--- config.mk ---
export PLATFORM = sky130hd
export DESIGN_NAME = asev_cell
export DESIGN_NICKNAME = d
export VERILOG_FILES = /design/src/asev_pkg.sv /design/src/asev_cell.sv
export SDC_FILE = /design/constraint.sdc
export NUM_CORES = 1
export LEC_CHECK = 0
export BUFFER_PORTS_ARGS = -buffer_cell sky130_fd_sc_hd__buf_2
export CAP_MARGIN = 5
export CORE_MARGIN = 1.5
export CORE_UTILIZATION = 45
export CTS_BUF_LIST = sky130_fd_sc_hd__clkbuf_8
export CTS_CLUSTER_DIAMETER = 150
export DETAILED_ROUTE_END_ITERATION = 7
export PLACE_DENSITY = 0.75
export SYNTH_ARGS = -nofsm -noshare
export SYNTH_HDL_FRONTEND = slang
export SYNTH_SLANG_ARGS = --single-unit
--- constraint.sdc ---
create_clock -name clk -period 11.55 [get_ports clk]
set_input_delay 0.5775 -clock clk [delete_from_list [all_inputs] [get_ports clk]]
set_output_delay 0.5775 -clock clk [all_outputs]
set_load 0.05 [all_outputs]
--- src/asev_pkg.sv ---
package asev_pkg;

  localparam int MAX_TARGETS = 64;
  localparam int FRAC_BITS   = 16;

  localparam int IDX_W    = $clog2(MAX_TARGETS);
  localparam int CNT_W    = 7;
  localparam int OPC_W    = 2;
  localparam int THREAT_W = 16;
  localparam int PROB_W   = FRAC_BITS + 1;
  localparam int SURV_W   = FRAC_BITS + 1;
  localparam int MUL_W    = 2 * SURV_W;
  localparam int EPROD_W  = THREAT_W + SURV_W;
  localparam int TOT_W    = THREAT_W + IDX_W;
  localparam int SUM_W    = 38;

  localparam logic [SURV_W-1:0] SURV_ONE = {1'b1, {FRAC_BITS{1'b0}}};
  localparam logic [CNT_W-1:0]  CNT_MAX  = CNT_W'(MAX_TARGETS);
  localparam logic [CNT_W-1:0]  CNT_RST  = CNT_W'(64);

  localparam logic [OPC_W-1:0] OPC_LOAD  = 2'd0;
  localparam logic [OPC_W-1:0] OPC_APPLY = 2'd1;
  localparam logic [OPC_W-1:0] OPC_EVAL  = 2'd2;

  typedef struct packed {
    logic [OPC_W-1:0]    opcode;
    logic [5:0]          target_index;
    logic [THREAT_W-1:0] threat_value;
    logic [PROB_W-1:0]   kill_prob;
  } in_item_t;

  typedef struct packed {
    logic             status;
    logic [SUM_W-1:0] remaining_threat;
    logic [SUM_W-1:0] destroyed_threat;
  } out_item_t;

  typedef enum logic [1:0] {
    TOK_LOAD  = 2'd0,
    TOK_APPLY = 2'd1,
    TOK_EVAL  = 2'd2,
    TOK_ERR   = 2'd3
  } tok_op_t;

  // Item as it travels down the chain, with the running sums of an evaluate
  typedef struct packed {
    logic                valid;
    tok_op_t             op;
    logic [IDX_W-1:0]    idx;
    logic [THREAT_W-1:0] threat;
    logic [SURV_W-1:0]   factor;
    logic [SUM_W-1:0]    rem;
    logic [TOT_W-1:0]    tot;
    logic [EPROD_W-1:0]  prod;
  } token_t;

endpackage

--- src/asev_cell.sv ---
module asev_cell (
  input  logic                         clk,
  input  logic                         rst_n,
  input  logic                         advance,
  input  logic [asev_pkg::IDX_W-1:0]   cell_idx,
  input  logic [asev_pkg::CNT_W-1:0]   n_eff,
  input  asev_pkg::token_t             tok_in,
  output asev_pkg::token_t             tok_out
);
  import asev_pkg::*;

  logic [THREAT_W-1:0] threat_r, threat_nxt;
  logic [SURV_W-1:0]   surv_r, surv_nxt;
  token_t              tok_r, tok_nxt;
  logic                hit;
  logic                counted;
  logic [SURV_W-1:0]   mul_b;
  logic [MUL_W-1:0]    product;

  assign hit     = tok_in.valid && (tok_in.idx == cell_idx);
  assign counted = ({1'b0, cell_idx} < n_eff);

  // One multiplier: survival update on apply, threat times survival on evaluate
  assign mul_b   = (tok_in.op == TOK_APPLY) ? tok_in.factor : {1'b0, threat_r};
  assign product = MUL_W'(surv_r) * MUL_W'(mul_b);

  always_comb begin
    threat_nxt = threat_r;
    surv_nxt   = surv_r;
    tok_nxt    = tok_in;
    if (tok_in.valid) begin
      case (tok_in.op)
        TOK_LOAD: begin
          if (hit) begin
            threat_nxt = tok_in.threat;
          end
        end
        TOK_APPLY: begin
          if (hit) begin
            surv_nxt = product[FRAC_BITS +: SURV_W];
          end
        end
        TOK_EVAL: begin
          surv_nxt     = SURV_ONE;
          tok_nxt.rem  = tok_in.rem + SUM_W'(tok_in.prod);
          tok_nxt.prod = counted ? product[EPROD_W-1:0] : '0;
          tok_nxt.tot  = tok_in.tot + (counted ? TOT_W'(threat_r) : '0);
        end
        default: begin
        end
      endcase
    end
  end

  always_ff @(posedge clk) begin
    if (!rst_n) begin
      surv_r      <= SURV_ONE;
      tok_r.valid <= 1'b0;
    end else if (advance) begin
      surv_r      <= surv_nxt;
      tok_r.valid <= tok_nxt.valid;
    end
  end

  always_ff @(posedge clk) begin
    if (advance) begin
      threat_r     <= threat_nxt;
      tok_r.op     <= tok_nxt.op;
      tok_r.idx    <= tok_nxt.idx;
      tok_r.threat <= tok_nxt.threat;
      tok_r.factor <= tok_nxt.factor;
      tok_r.rem    <= tok_nxt.rem;
      tok_r.tot    <= tok_nxt.tot;
      tok_r.prod   <= tok_nxt.prod;
    end
  end

  assign tok_out = tok_r;

endmodule

## After elaboration in Yosys (flattened, before gate mapping)

Index checks and enable logic that the tools add are counted.

- Equality and inequality tests: 4
- Shifts and indexed selects: 0
- Div/mod/pow operators: 0
- Reductions and logical operators: 5
- Multipliers: 1
- Mux-type cells: 7
- $lt $le $gt $ge: 1
- $add $sub $neg: 2
- Bitwise gates (word level): 0

Operators with widths:

| operator | count |
|---|---|
| $mux 93 | 2 |
| $add 38x33->38 | 1 |
| $mux 17 | 2 |
| $pmux 17 s2 | 1 |
| $mul 17x17->33 | 1 |
| $mux 33 | 1 |
| $add 22x16->22 | 1 |
| $mux 16 | 1 |
| $reduce_and 4->1 | 2 |
| $lt 6x7->1 | 1 |
| $eq 6x6->1 | 1 |
| $eq 2x1->1 const B | 1 |
| $eq 2x2->1 const B | 1 |
| $logic_not 2->1 | 1 |
| $ne 2x2->1 const B | 1 |
| $reduce_bool 2->1 | 1 |
| $logic_and 1x1->1 | 1 |

- Bits in read-only memories: 0
- Output and inout bits: 135
- Memories kept: 0
- Input port bits: 151
- Memory bits (writable): 0
- Bits in latches: 0
- Register bits after elaboration: 168

## Logic depth before layout (Yosys ltp)

- Depth after elaboration: 6
- Depth in mapped cells: 27
- Gate-level depth less buffers: 25

## Worst setup path after synthesis

OpenSTA, ideal clock, no wires.

- Path type: input port to flip-flop
- Start: input tok_in[132] (netlist name)
- End: register tok_r (netlist bit tok_out[29]), data pin
- Data required time: 11.294 ns
- Buffers on the path: 3
- Data arrival time: 7.201 ns
- Path slack: 4.093 ns
- Stages on the path: 27
- Cell sequence: nor2b_1 -> clkbuf_1 -> clkbuf_1 -> mux2_2 -> clkbuf_1 -> nand2_1 -> fa_1 -> inv_1 -> fa_1 -> inv_1 -> fa_1 -> inv_1 -> fa_1 -> fa_1 -> inv_1 -> fa_1 -> inv_1 -> ha_1 -> a21o_1 -> a21o_1 -> a221oi_1 -> o31ai_1 -> o31a_1 -> a41oi_1 -> nand2b_1 -> xor2_1 -> a22o_1

RTL lines:

| item | RTL line | source |
|---|---|---|
| start, declared | asev_cell.sv:7 | `input asev_pkg::token_t tok_in,` |
| end, declared | asev_cell.sv:14 | `token_t tok_r, tok_nxt;` |

==> metrics.md <==
| Metric | Value |
|---|---|
| WL/cell | 19.5 um |
| Die width | 205 um |
| Commonest register cell after synthesis | edfxtp_1 |
| Die span in y | 205 um |
| Worst Hold Depth | 1 |
| CTS Buf Count | 17 |
| Worst Path Required | 11.76 ns |
| Max-Slew Margin vs Limit | 0.402 |
| Max Freq | 0.132 GHz |
| Final TNS setup | 0 ns |
| Synth cell types | 64 |
| Final Hold Fails | 0 |
| Vias in the first global route | 15100 |
| CP arrival | 7.76 ns |
| Remaining antenna violation count after routing | 0 |
| Async SR Flop Fraction | 0 |
| Area delta synth->final | 13.1% |
| Post-CTS setup buffer count | 0 |
| Clock Skew | 0.0196 ns |
| Worst Path Max Fanout | 25 |
| GR Overflow Total | 0 |
| Hold WC Path Type | input pin to register |
| Flop2flop setup slack | 4.33 ns |
| Die area | 42200 sq um |
| Synth Cell Area | 18400 sq um |
| Max Transition Viols Final | 0 |
| Final nets | 2688 |
| Power per cell area | 77.6 nW/um^2 |
| Reg clk slew, reported paths | 0.11 ns |
| Peak supply drop | 0.0652 mV |
| CTS root buf | clkbuf_8 |
| IO Pins | 286 |
| Hold path startpoint | tok_in[114] |
| Logic gate share of total power | 0.287 |
| # hold bufs at CTS | 0 |
| Sw frac | 0.378 |
| Routed WL | 52400 um |
| Kind of start point of the critical path | input pin |
| Worst Hold Path EP | threat_r[4] |
| Post-synth EDFFs | 150 |
| Clk Latency, worst-skew pair | 0.49 ns |
| Total GRT Usage | 0.252 |
| Post-synthesis average cell area | 9.69 sq um |
| Most common cell after layout, fill and taps aside | inv_1 |
| Crit path kind | input pin to register |
| Ys Warns | 0 |
| RSZ-0062 raised after global routing | no |
| DR vias | 14700 |
| Port bufs | 285 |
| Clock period minus worst slack | 7.55 ns |
| Clk pwr share | 0.268 |
| Starting Density | 0.460 |
| Tightest Pin Transition | 0.895 ns |
| Setup violations, final | 0 |
| Syn nets | 2436 |
| DR pass1 iterations | 6 |
| TritonCTS clock tree | yes |
| First-pass GRT wire length | 80900 um |
| Initial antenna violation count | 2 |
| Largest net degree at the start of global routing | 83 |
| DRC | 0 |
| Critical R2R Capture | tok_out[31] |
| DP HPWL | 42400 um |
| Num Clock Sinks | 168 |
| Outcome | complete, no violations |
| Final period utilization | 0.654 |
| Setup crit end kind | register |
| Core area | 40100 sq um |
| Highest-count cells in the layout ignoring fill and taps | inv_1, buf_2, nand2_1, fa_1, ha_1 |
| GPL Wtd Cong | 0.953 |
| # resized after CTS | 0 |
| RR Startpoint | surv_r[9] |
| Cell internal pwr | 1010 uW |
| Layout Utilization | 0.520 |
| Share of cells above drive strength 1 | 0.169 |
| Sw Pwr | 611 uW |
| Count of state elements after synthesis | 168 |
| Via density | 5.47 |
| Clock tree buffer depth | 2 |
| Leak | 0.00989 uW |
| FP Rows | 73 |
| Number of DRC markers in iteration 0 | 1139 |
| Post-synthesis cell count | 1902 |
| R2R depth | 20 |
| Max-cap violations | 0 |
| H-tree depth | 4 |
| Flop pwr share | 0.445 |
| Register area share after synthesis | 0.264 |
==> state kept, by name, indices dropped and copies added, names as in the netlist <==
| signal | cells |
|---|---|
| tok_out | 135 |
| surv_r | 17 |
| threat_r | 16 |
==> power groups by stage <==
| stage | logic (uW) | registers [uW] | clock network (uW) |
|---|---|---|---|
| after detailed placement | 459 | 734 | 0 |
| after global routing | 495 | 723 | 459 |
| final | 464 | 720 | 434 |
| after global placement | 452 | 733 | 0 |
| after floorplan | 175 | 871 | 0 |
| after CTS | 461 | 720 | 437 |
==> kinds of logic after synthesis <==
logic type,count (synthesis),share of synthesized area
compound gates,308,0.109
fa+ha+maj,383,0.352
simple gates,546,0.144
mux,18,0.0108
xor+xnor,85,0.0404
buf+inv,394,0.0802
flops,168,0.264
==> final cells by class <==
class	count	area [sq um]
diodes	1	2.50
inverters	323	1210
well taps	525	657
clock buffers	17	234
multi-input cells	1340	12100
flip-flops and latches	168	4860
repair buffers	304	1580
clock inverters	15	181
fillers	3578	19300
==> stage by stage <==
stage	total power [uW]	hold slack, ns	setup slack, ns	cells	area, sq um
6_report	1620	0.279	4.00	2693	20800
5_1_grt	1680	0.254	3.64	2693	20800
4_1_cts	1620	0.246	4.01	2692	20800
3_5_place_dp	1190	0.503	3.50	2660	20400
3_3_place_gp	1180	0.492	3.65	2660	20400
2_1_floorplan	1050	0.494	4.09	1902	18400
==> routing by layer <==
| metal | global-route usage | routed length (um) | vias to the layer above |
|---|---|---|---|
| met2 | 0.431 | 25300 | 652 |
| met1 | 0.321 | 21300 | 7227 |
| met3 | 0.0374 | 4000 | 130 |
| li1 | - | - | 6718 |
| met5 | 0 | 17 | - |
| met4 | 0.101 | 1840 | 2 |
==> critical path, cell delays in order <==
cell	delay [ns]
buf_2	0.12
nor2b_2	0.14
buf_4	0.32
mux2_2	0.55
and2_1	0.24
fa_1	0.53
inv_1	0.06
fa_1	0.53
inv_1	0.05
fa_1	0.53
fa_1	0.46
fa_1	0.55
inv_1	0.05
fa_1	0.52
inv_1	0.04
ha_1	0.34
nand3_1	0.19
nor2_1	0.17
nand3_1	0.14
o31ai_1	0.68
o31a_1	0.30
a41oi_1	0.18
a21oi_1	0.20
xnor2_1	0.21
o31ai_1	0.10
==> Yosys cell counts, types with 9 or more instances <==
cell,n,area share
o21ai_1,9,0.0024
o21ai_0,79,0.021
and2_1,74,0.025
mux2_2,15,0.0092
xnor2_1,46,0.022
edfxtp_1,150,0.24
inv_1,323,0.066
and3_1,11,0.0037
buf_1,13,0.0026
nor3_1,14,0.0038
clkbuf_1,58,0.012
o31ai_1,26,0.011
ha_1,158,0.11
nor2_1,29,0.0059
xor2_1,39,0.019
a21o_1,26,0.011
o21bai_1,12,0.0049
nand3_1,20,0.0054
o21a_1,10,0.0041
nand2b_1,22,0.0075
a21oi_1,63,0.017
a31oi_1,13,0.0044
dfxtp_1,18,0.020
a22o_1,15,0.0071
nand2_1,277,0.056
nor2b_1,66,0.022
fa_1,225,0.24
==> worst max-delay path by stage <==
| stage | start | endpoint | slack (ns) |
|---|---|---|---|
| after CTS | tok_in[132] | tok_out[31] | 4.01 |
| after global placement | tok_in[132] | tok_out[31] | 3.65 |
| after global routing | tok_in[132] | tok_out[31] | 3.64 |
| after detailed placement | tok_in[132] | tok_out[31] | 3.50 |
| after floorplan | tok_in[132] | tok_out[29] | 4.09 |
| final | tok_in[132] | tok_out[31] | 4.00 |
(Power assumes the default switching activity.)
