==> src/asev_pkg.sv <==
package asev_pkg;

  localparam int MAX_TARGETS = 64;
  localparam int FRAC_BITS   = 16;

  localparam int IDX_W    = $clog2(MAX_TARGETS);
  localparam int CNT_W    = 7;
  localparam int OPC_W    = 2;
  localparam int THREAT_W = 16;
  localparam int PROB_W   = FRAC_BITS + 1;
  localparam int SURV_W   = FRAC_BITS + 1;
  localparam int MUL_W    = 2 * SURV_W;
  localparam int EPROD_W  = THREAT_W + SURV_W;
  localparam int TOT_W    = THREAT_W + IDX_W;
  localparam int SUM_W    = 38;

  localparam logic [SURV_W-1:0] SURV_ONE = {1'b1, {FRAC_BITS{1'b0}}};
  localparam logic [CNT_W-1:0]  CNT_MAX  = CNT_W'(MAX_TARGETS);
  localparam logic [CNT_W-1:0]  CNT_RST  = CNT_W'(64);

  localparam logic [OPC_W-1:0] OPC_LOAD  = 2'd0;
  localparam logic [OPC_W-1:0] OPC_APPLY = 2'd1;
  localparam logic [OPC_W-1:0] OPC_EVAL  = 2'd2;

  typedef struct packed {
    logic [OPC_W-1:0]    opcode;
    logic [5:0]          target_index;
    logic [THREAT_W-1:0] threat_value;
    logic [PROB_W-1:0]   kill_prob;
  } in_item_t;

  typedef struct packed {
    logic             status;
    logic [SUM_W-1:0] remaining_threat;
    logic [SUM_W-1:0] destroyed_threat;
  } out_item_t;

  typedef enum logic [1:0] {
    TOK_LOAD  = 2'd0,
    TOK_APPLY = 2'd1,
    TOK_EVAL  = 2'd2,
    TOK_ERR   = 2'd3
  } tok_op_t;

  // Item as it travels down the chain, with the running sums of an evaluate
  typedef struct packed {
    logic                valid;
    tok_op_t             op;
    logic [IDX_W-1:0]    idx;
    logic [THREAT_W-1:0] threat;
    logic [SURV_W-1:0]   factor;
    logic [SUM_W-1:0]    rem;
    logic [TOT_W-1:0]    tot;
    logic [EPROD_W-1:0]  prod;
  } token_t;

endpackage

==> src/asev_tail.sv <==
module asev_tail (
  input  logic                  clk,
  input  logic                  rst_n,
  input  logic                  advance,
  input  asev_pkg::token_t      tok_in,
  output logic                  out_valid,
  output asev_pkg::out_item_t   out_data
);
  import asev_pkg::*;

  logic             tail_valid_r, tail_valid_nxt;
  logic             tail_err_r, tail_err_nxt;
  logic [SUM_W-1:0] tail_rem_r, tail_rem_nxt;
  logic [TOT_W-1:0] tail_tot_r;
  logic             out_valid_r, out_valid_nxt;
  out_item_t        out_data_r, out_data_nxt;
  logic [SUM_W-1:0] total_fix;

  // Fold in the product still pending from the last cell
  assign tail_valid_nxt = tok_in.valid && (tok_in.op inside {TOK_EVAL, TOK_ERR});
  assign tail_err_nxt   = (tok_in.op == TOK_ERR);
  assign tail_rem_nxt   = tok_in.rem + SUM_W'(tok_in.prod);

  assign total_fix     = SUM_W'({tail_tot_r, {FRAC_BITS{1'b0}}});
  assign out_valid_nxt = tail_valid_r;

  always_comb begin
    out_data_nxt.status           = tail_err_r;
    out_data_nxt.remaining_threat = tail_err_r ? '0 : tail_rem_r;
    out_data_nxt.destroyed_threat = tail_err_r ? '0 : (total_fix - tail_rem_r);
  end

  always_ff @(posedge clk) begin
    if (!rst_n) begin
      tail_valid_r <= 1'b0;
      out_valid_r  <= 1'b0;
    end else if (advance) begin
      tail_valid_r <= tail_valid_nxt;
      out_valid_r  <= out_valid_nxt;
    end
  end

  always_ff @(posedge clk) begin
    if (advance) begin
      tail_err_r <= tail_err_nxt;
      tail_rem_r <= tail_rem_nxt;
      tail_tot_r <= tok_in.tot;
      out_data_r <= out_data_nxt;
    end
  end

  assign out_valid = out_valid_r;
  assign out_data  = out_data_r;

endmodule

==> config.mk <==
export PLATFORM = sky130hd
export DESIGN_NAME = asev_tail
export DESIGN_NICKNAME = d
export VERILOG_FILES = /design/src/asev_pkg.sv /design/src/asev_tail.sv
export SDC_FILE = /design/constraint.sdc
export NUM_CORES = 1
export LEC_CHECK = 0
export ABC_CLOCK_PERIOD_IN_PS = 7000
export BUFFER_PORTS_ARGS = -buffer_cell sky130_fd_sc_hd__buf_2
export CAP_MARGIN = 30
export CORE_MARGIN = 10
export CORE_UTILIZATION = 57
export DETAILED_ROUTE_END_ITERATION = 10
export PLACE_DENSITY = 0.86
export SLEW_MARGIN = 10
export SYNTH_ARGS = -nofsm -noshare
export SYNTH_HDL_FRONTEND = slang
export SYNTH_SLANG_ARGS = --single-unit
==> constraint.sdc <==
create_clock -name clk -period 7 [get_ports clk]
set_input_delay 1.4 -clock clk [delete_from_list [all_inputs] [get_ports clk]]
set_output_delay 1.4 -clock clk [all_outputs]
set_load 0.03 [all_outputs]
======== After elaboration in Yosys (flattened, before gate mapping) ========
Cells that the tools add are included.
storage, ports and cells
  logic and storage cells ................. 14
  output and inout bits ................... 78
  flip-flop bits (word level) ............. 140
  input bits .............................. 138
operators by class
  $add $sub $neg .......................... 2
  reduce and logical (&&, ||, !) cells .... 2
  eq/ne operators ......................... 2
operator list
  cell                  count
  $add A38 B33 Y38      1
  $sub A38 B38 Y38      1
  $eq A2 B2 Y1 const B  2
  $reduce_bool A2 Y1    1
  $logic_and A1 B1 Y1   1

======== Depth between registers and ports, before layout ========
  depth after elaboration ................. 3
  mapped depth ............................ 11

======== Least setup slack after synthesis ========
OpenSTA, ideal clock, no wires.
  path type ............................... input-to-reg
  from .................................... in tok_in[0] (netlist name)
  to ...................................... reg tail_rem_r[32] (data pin)
  setup slack ............................. 3.307 ns
  stages .................................. 11
  required time ........................... 6.742 ns
  arrival time ............................ 3.434 ns
  setup time .............................. 0.258 ns
  cell sequence ........................... ha_1 inv_1 fa_1 nand2b_1 a21o_1 a211o_1 a21oi_1 a221oi_1 o21ai_0 a21oi_1 xnor2_1
between the ends
  longest elaborated chain between the ends .. 1
RTL lines
  what                  RTL line         RTL
  from (decl)           asev_tail.sv:5   input asev_pkg::token_t tok_in,
  $add A38 B33 Y38      asev_tail.sv:22  assign tail_rem_nxt = tok_in.rem + SUM_W'(tok_in.prod);
  net tail_rem_nxt[32]  asev_tail.sv:13  logic [SUM_W-1:0] tail_rem_r, tail_rem_nxt;
  to (signal assigned)  asev_tail.sv:46  tail_rem_r <= tail_rem_nxt;
  to (decl)             asev_tail.sv:13
The timed path passes the listed nets, and every way through them passes these cells.
A chain may end at the register's enable or synchronous reset.

======== Worst setup path after layout ========
  from .................................... in tok_in[55] (netlist name)
  to ...................................... reg tail_rem_r[36] (data pin)
The elaborated chain is that of the path after synthesis.

==> results.md <==
| Quantity | This run | Unit |
| --- | --- | --- |
| Critical path class | input pin to flop | - |
| Vias | 5750 | - |
| Slew of the pin with the lowest slew margin | 0.7681 | ns |
| Number of iterations in the first detailed-routing pass | 6 | - |
| Setup slack, reg-to-reg | 4.01 | ns |
| RSZ-0062 raised after global routing | false | - |
| Number of cell rows | 42 | - |
| Static Leak | 4.134 | nW |
| Number of enable flip-flop cells after synthesis | 137 | - |
| Buffer type at the clock tree root | sky130_fd_sc_hd__clkbuf_16 | - |
| Routability Congestion | 0.8577 | - |
| Count of maximum capacitance violations | 0 | - |
| Int Power | 1.841 | mW |
| Die boundary width | 137.0 | µm |
| TritonCTS clock tree | built | - |
| Critical path cell sequence | buf_2 > ha_1 > inv_1 > fa_1 > nand2b_1 > a21o_1 > a211o_1 > a21oi_1 > a221oi_1 > o21ai_0 > nand4_1 > xnor2_1 | - |
| Highest-count cells in the layout ignoring fill and taps | sky130_fd_sc_hd__buf_2, sky130_fd_sc_hd__edfxtp_1, sky130_fd_sc_hd__nor2_1, sky130_fd_sc_hd__ha_1, sky130_fd_sc_hd__a21oi_1 | - |
| Total Neg Setup Slack | 0 | ns |
| Remaining global-route overflow | 0 | - |
| Drt initial violations | 433 | - |
| Via count of the first global-routing pass | 5605 | - |
| Final Util | 0.7086 | - |
| Cell area after synthesis | 7807 | µm² |
| Combinational power share | 0.264 | - |
| Ys flop type | sky130_fd_sc_hd__edfxtp_1 | - |
| Period minus WS final | 3.799 | ns |
| Cell depth of the worst hold path | 2 | - |
| Layout cell share with drive strength beyond 1 | 0.2588 | - |
| Post-DP HPWL | 13970 | µm |
| Core area | 13350 | µm² |
| Depth of the critical timing path with buffers and inverters included | 12 | - |
| Final Power | 2.657 | mW |
| Number of nets in the finished design | 1062 | - |
| Ys async rst share | 0 | - |
| Post-Syn Instances | 689 | - |
| Total of hold buffers inserted after clock tree synthesis | 0 | - |
| Post-Synthesis Mean Instance Area | 11.33 | µm² |
| Switching share of total power | 0.3069 | - |
| Reg power frac | 0.412 | - |
| Antenna violations before repair | 0 | - |
| Data arrival time of the worst path | 3.97 | ns |
| Post-cts sizing count | 0 | - |
| Warnings, synthesis | 0 | - |
| Critical Path End Type | flop | - |
| Family of cells with the greatest summed delay on the critical path | compound AO/OA/AOI/OAI gates | - |
| Post-Route WL | 18040 | µm |
| Final hold violation count | 0 | - |
| Power density over cell area | 280.9 | nW/µm² |
| Antenna-violating nets left | 0 | - |
| Global-route usage over all layers | 0.1910 | - |
| TritonCTS buffer count | 17 | - |
| Maximum vdd drop | 0.1914 | mV |
| Nets in the synthesized netlist | 883 | - |
| Post-CTS Repair Setup Buffers | 0 | - |
| Critical path data required time | 7.17 | ns |
| Count of input and output buffers | 176 | - |
| Crit path buf inv count | 2 | - |
| Hold Crit Class | flop to flop | - |
| Starting density of the core | 0.5849 | - |
| Sequential area share after synthesis | 0.5321 | - |
| Clk pwr share | 0.324 | - |
| Kind of start point of the critical path | input pin | - |
| Register-to-Register Path Depth | 10 | - |
| Max-slew headroom | 0.4880 | - |
| Post-route clock skew | 0.007540 | ns |
| Run status | completed | - |
| Crit-path slowest cell | sky130_fd_sc_hd__fa_1 | - |
| Maximum level of the CTS H-tree | 4 | - |
| Vertical die dimension | 137.0 | µm |
| Detailed-route DRC error count | 0 | - |
| Worst hold margin | 0.4918 | ns |
| Final number of max-transition violations | 0 | - |
| Via-per-instance ratio | 5.435 | - |
| F_max | 263.2 | MHz |
| Worst-Skew Late Latency | 0.41 | ns |
| Longest Clk Path Bufs | 2 | - |
| Post-synthesis to final-layout area growth | 21.14 | % |
| Number of synthesized register bits | 139 | - |
| Ports placed on the boundary | 216 | - |
| Post-CTS clock slew at the launch and capture registers of the worst setup and hold paths | 0.06 | ns |
| Highest fanout seen on the critical path | 4 | - |
| NetSw | 815.4 | µW |
| Most common library cell in the layout ignoring fill and taps | sky130_fd_sc_hd__buf_2 | - |
| Share of the clock period used by the worst path after layout | 0.5427 | - |
| Die Outline Area | 18780 | µm² |
| Count of final setup violators | 0 | - |
| Worst stage delay on the critical path | 0.41 | ns |
| Average wire per cell in the routed design | 17.05 | µm |
| Clk sinks | 139 | - |
| Pin count of the biggest net entering global routing | 80 | - |
| First-pass GRT wire length | 28250 | µm |
| Unique masters post-synth | 62 | - |
[worst reg2reg max path, stage by stage (launching register included)]
cell and delay (ns):
sky130_fd_sc_hd__edfxtp_1 0.37, sky130_fd_sc_hd__inv_1 0.11, sky130_fd_sc_hd__ha_1 0.29, sky130_fd_sc_hd__a21o_1 0.18, sky130_fd_sc_hd__a21oi_1 0.26, sky130_fd_sc_hd__o21a_1 0.29, sky130_fd_sc_hd__o21ai_4 0.10, sky130_fd_sc_hd__a211oi_4 0.37
sky130_fd_sc_hd__o22ai_2 0.13, sky130_fd_sc_hd__a211oi_1 0.32, sky130_fd_sc_hd__mux2_4 0.33
[cells in the mapped netlist (all sizes together), types with 3 or more instances]
cell       n  area, µm²
edfxtp   137       4114
nand2b     5      31.28
o211ai     3      22.52
and3       3      18.77
o21a       3      22.52
or2        4      25.02
a21oi     49      245.2
a21o      36      270.3
a211oi     7      65.06
ha        55      688.2
nand4     14      87.58
inv       34      127.6
o31ai      4      35.03
nor3      11      55.05
nand3      9      50.05
a2111oi    3      26.28
nand2     33      123.9
o21bai     8      60.06
clkbuf    15      56.30
nor4       3      18.77
mux2       3      41.29
and4       5      43.79
nor2      86      322.8
nor2b     20      125.1
a31oi      3      18.77
buf        4      18.77
a21boi     5      37.53
xnor2     41      359.1
o21ai     30      165.2
and2       5      31.28
xor2      25      219.0
[path summary, 6_finish.rpt]
| kind | from | endpoint |
|---|---|---|
| setup / recovery | tok_in[55] | tail_rem_r[36] |
| hold / removal | out_valid_nxt | out_valid_nxt |
| setup reg to reg | tail_rem_r[17] | out_data[36] |
| hold reg to reg | out_valid_nxt | out_valid_nxt |
[state kept, by name, indices dropped and copies added (netlist names)]
name,cells
tail_tot_r,22
out_valid_nxt,1
tail_rem_r,38
out_data,76
tail_err_r,1
out_valid,1
[power by group through the flow]
| stage | sequential (mW) | combinational (mW) | clock [mW] |
|---|---|---|---|
| 2_1_floorplan | 1.20 | 0.404 | 0 |
| 3_3_place_gp | 1.10 | 0.680 | 0 |
| 3_5_place_dp | 1.11 | 0.695 | 0 |
| 4_1_cts | 1.09 | 0.703 | 0.871 |
| 5_1_grt | 1.10 | 0.775 | 0.911 |
| 6_report | 1.09 | 0.702 | 0.861 |
[layer usage]
metal	track usage	routed length [µm]	vias to the layer above
li1	-	-	2893
met4	0.07436	328	0
met3	0.03519	969	22
met2	0.3254	9177	183
met1	0.2349	7569	2652
met5	0	0	-
[stage by stage]
step                area [µm²]  instances  setup WS [ns]
CTS                       9455       1057          3.230
detailed placement        8879       1025          2.802
global route              9455       1057          3.039
finish                    9458       1058          3.201
global placement          8851       1024          2.895
floorplan                 7807        689          3.308
[layout make-up]
| type | instances | area, µm² |
|---|---|---|
| flip-flops and latches | 139 | 4154 |
| fillers | 985 | 3890 |
| multi-input cells | 497 | 3451 |
| repair buffers | 179 | 925.9 |
| clock buffers | 18 | 429.2 |
| well taps | 176 | 220.2 |
| clock inverters | 14 | 147.6 |
| inverters | 34 | 127.6 |
| diodes | 1 | 2.502 |
[cells by family (layout without fill, tap and decap cells)]
family	after synthesis	in the layout	share of synthesized area
mux	4	4	0.006571
simple gates	207	207	0.1306
other cells	0	1	0
xor+xnor	66	66	0.07404
buf+inv	53	245	0.02596
fa+ha+maj	56	56	0.09071
flops	139	139	0.5321
compound gates	164	164	0.1401
Note: power is estimated with default switching activity, not from simulation.
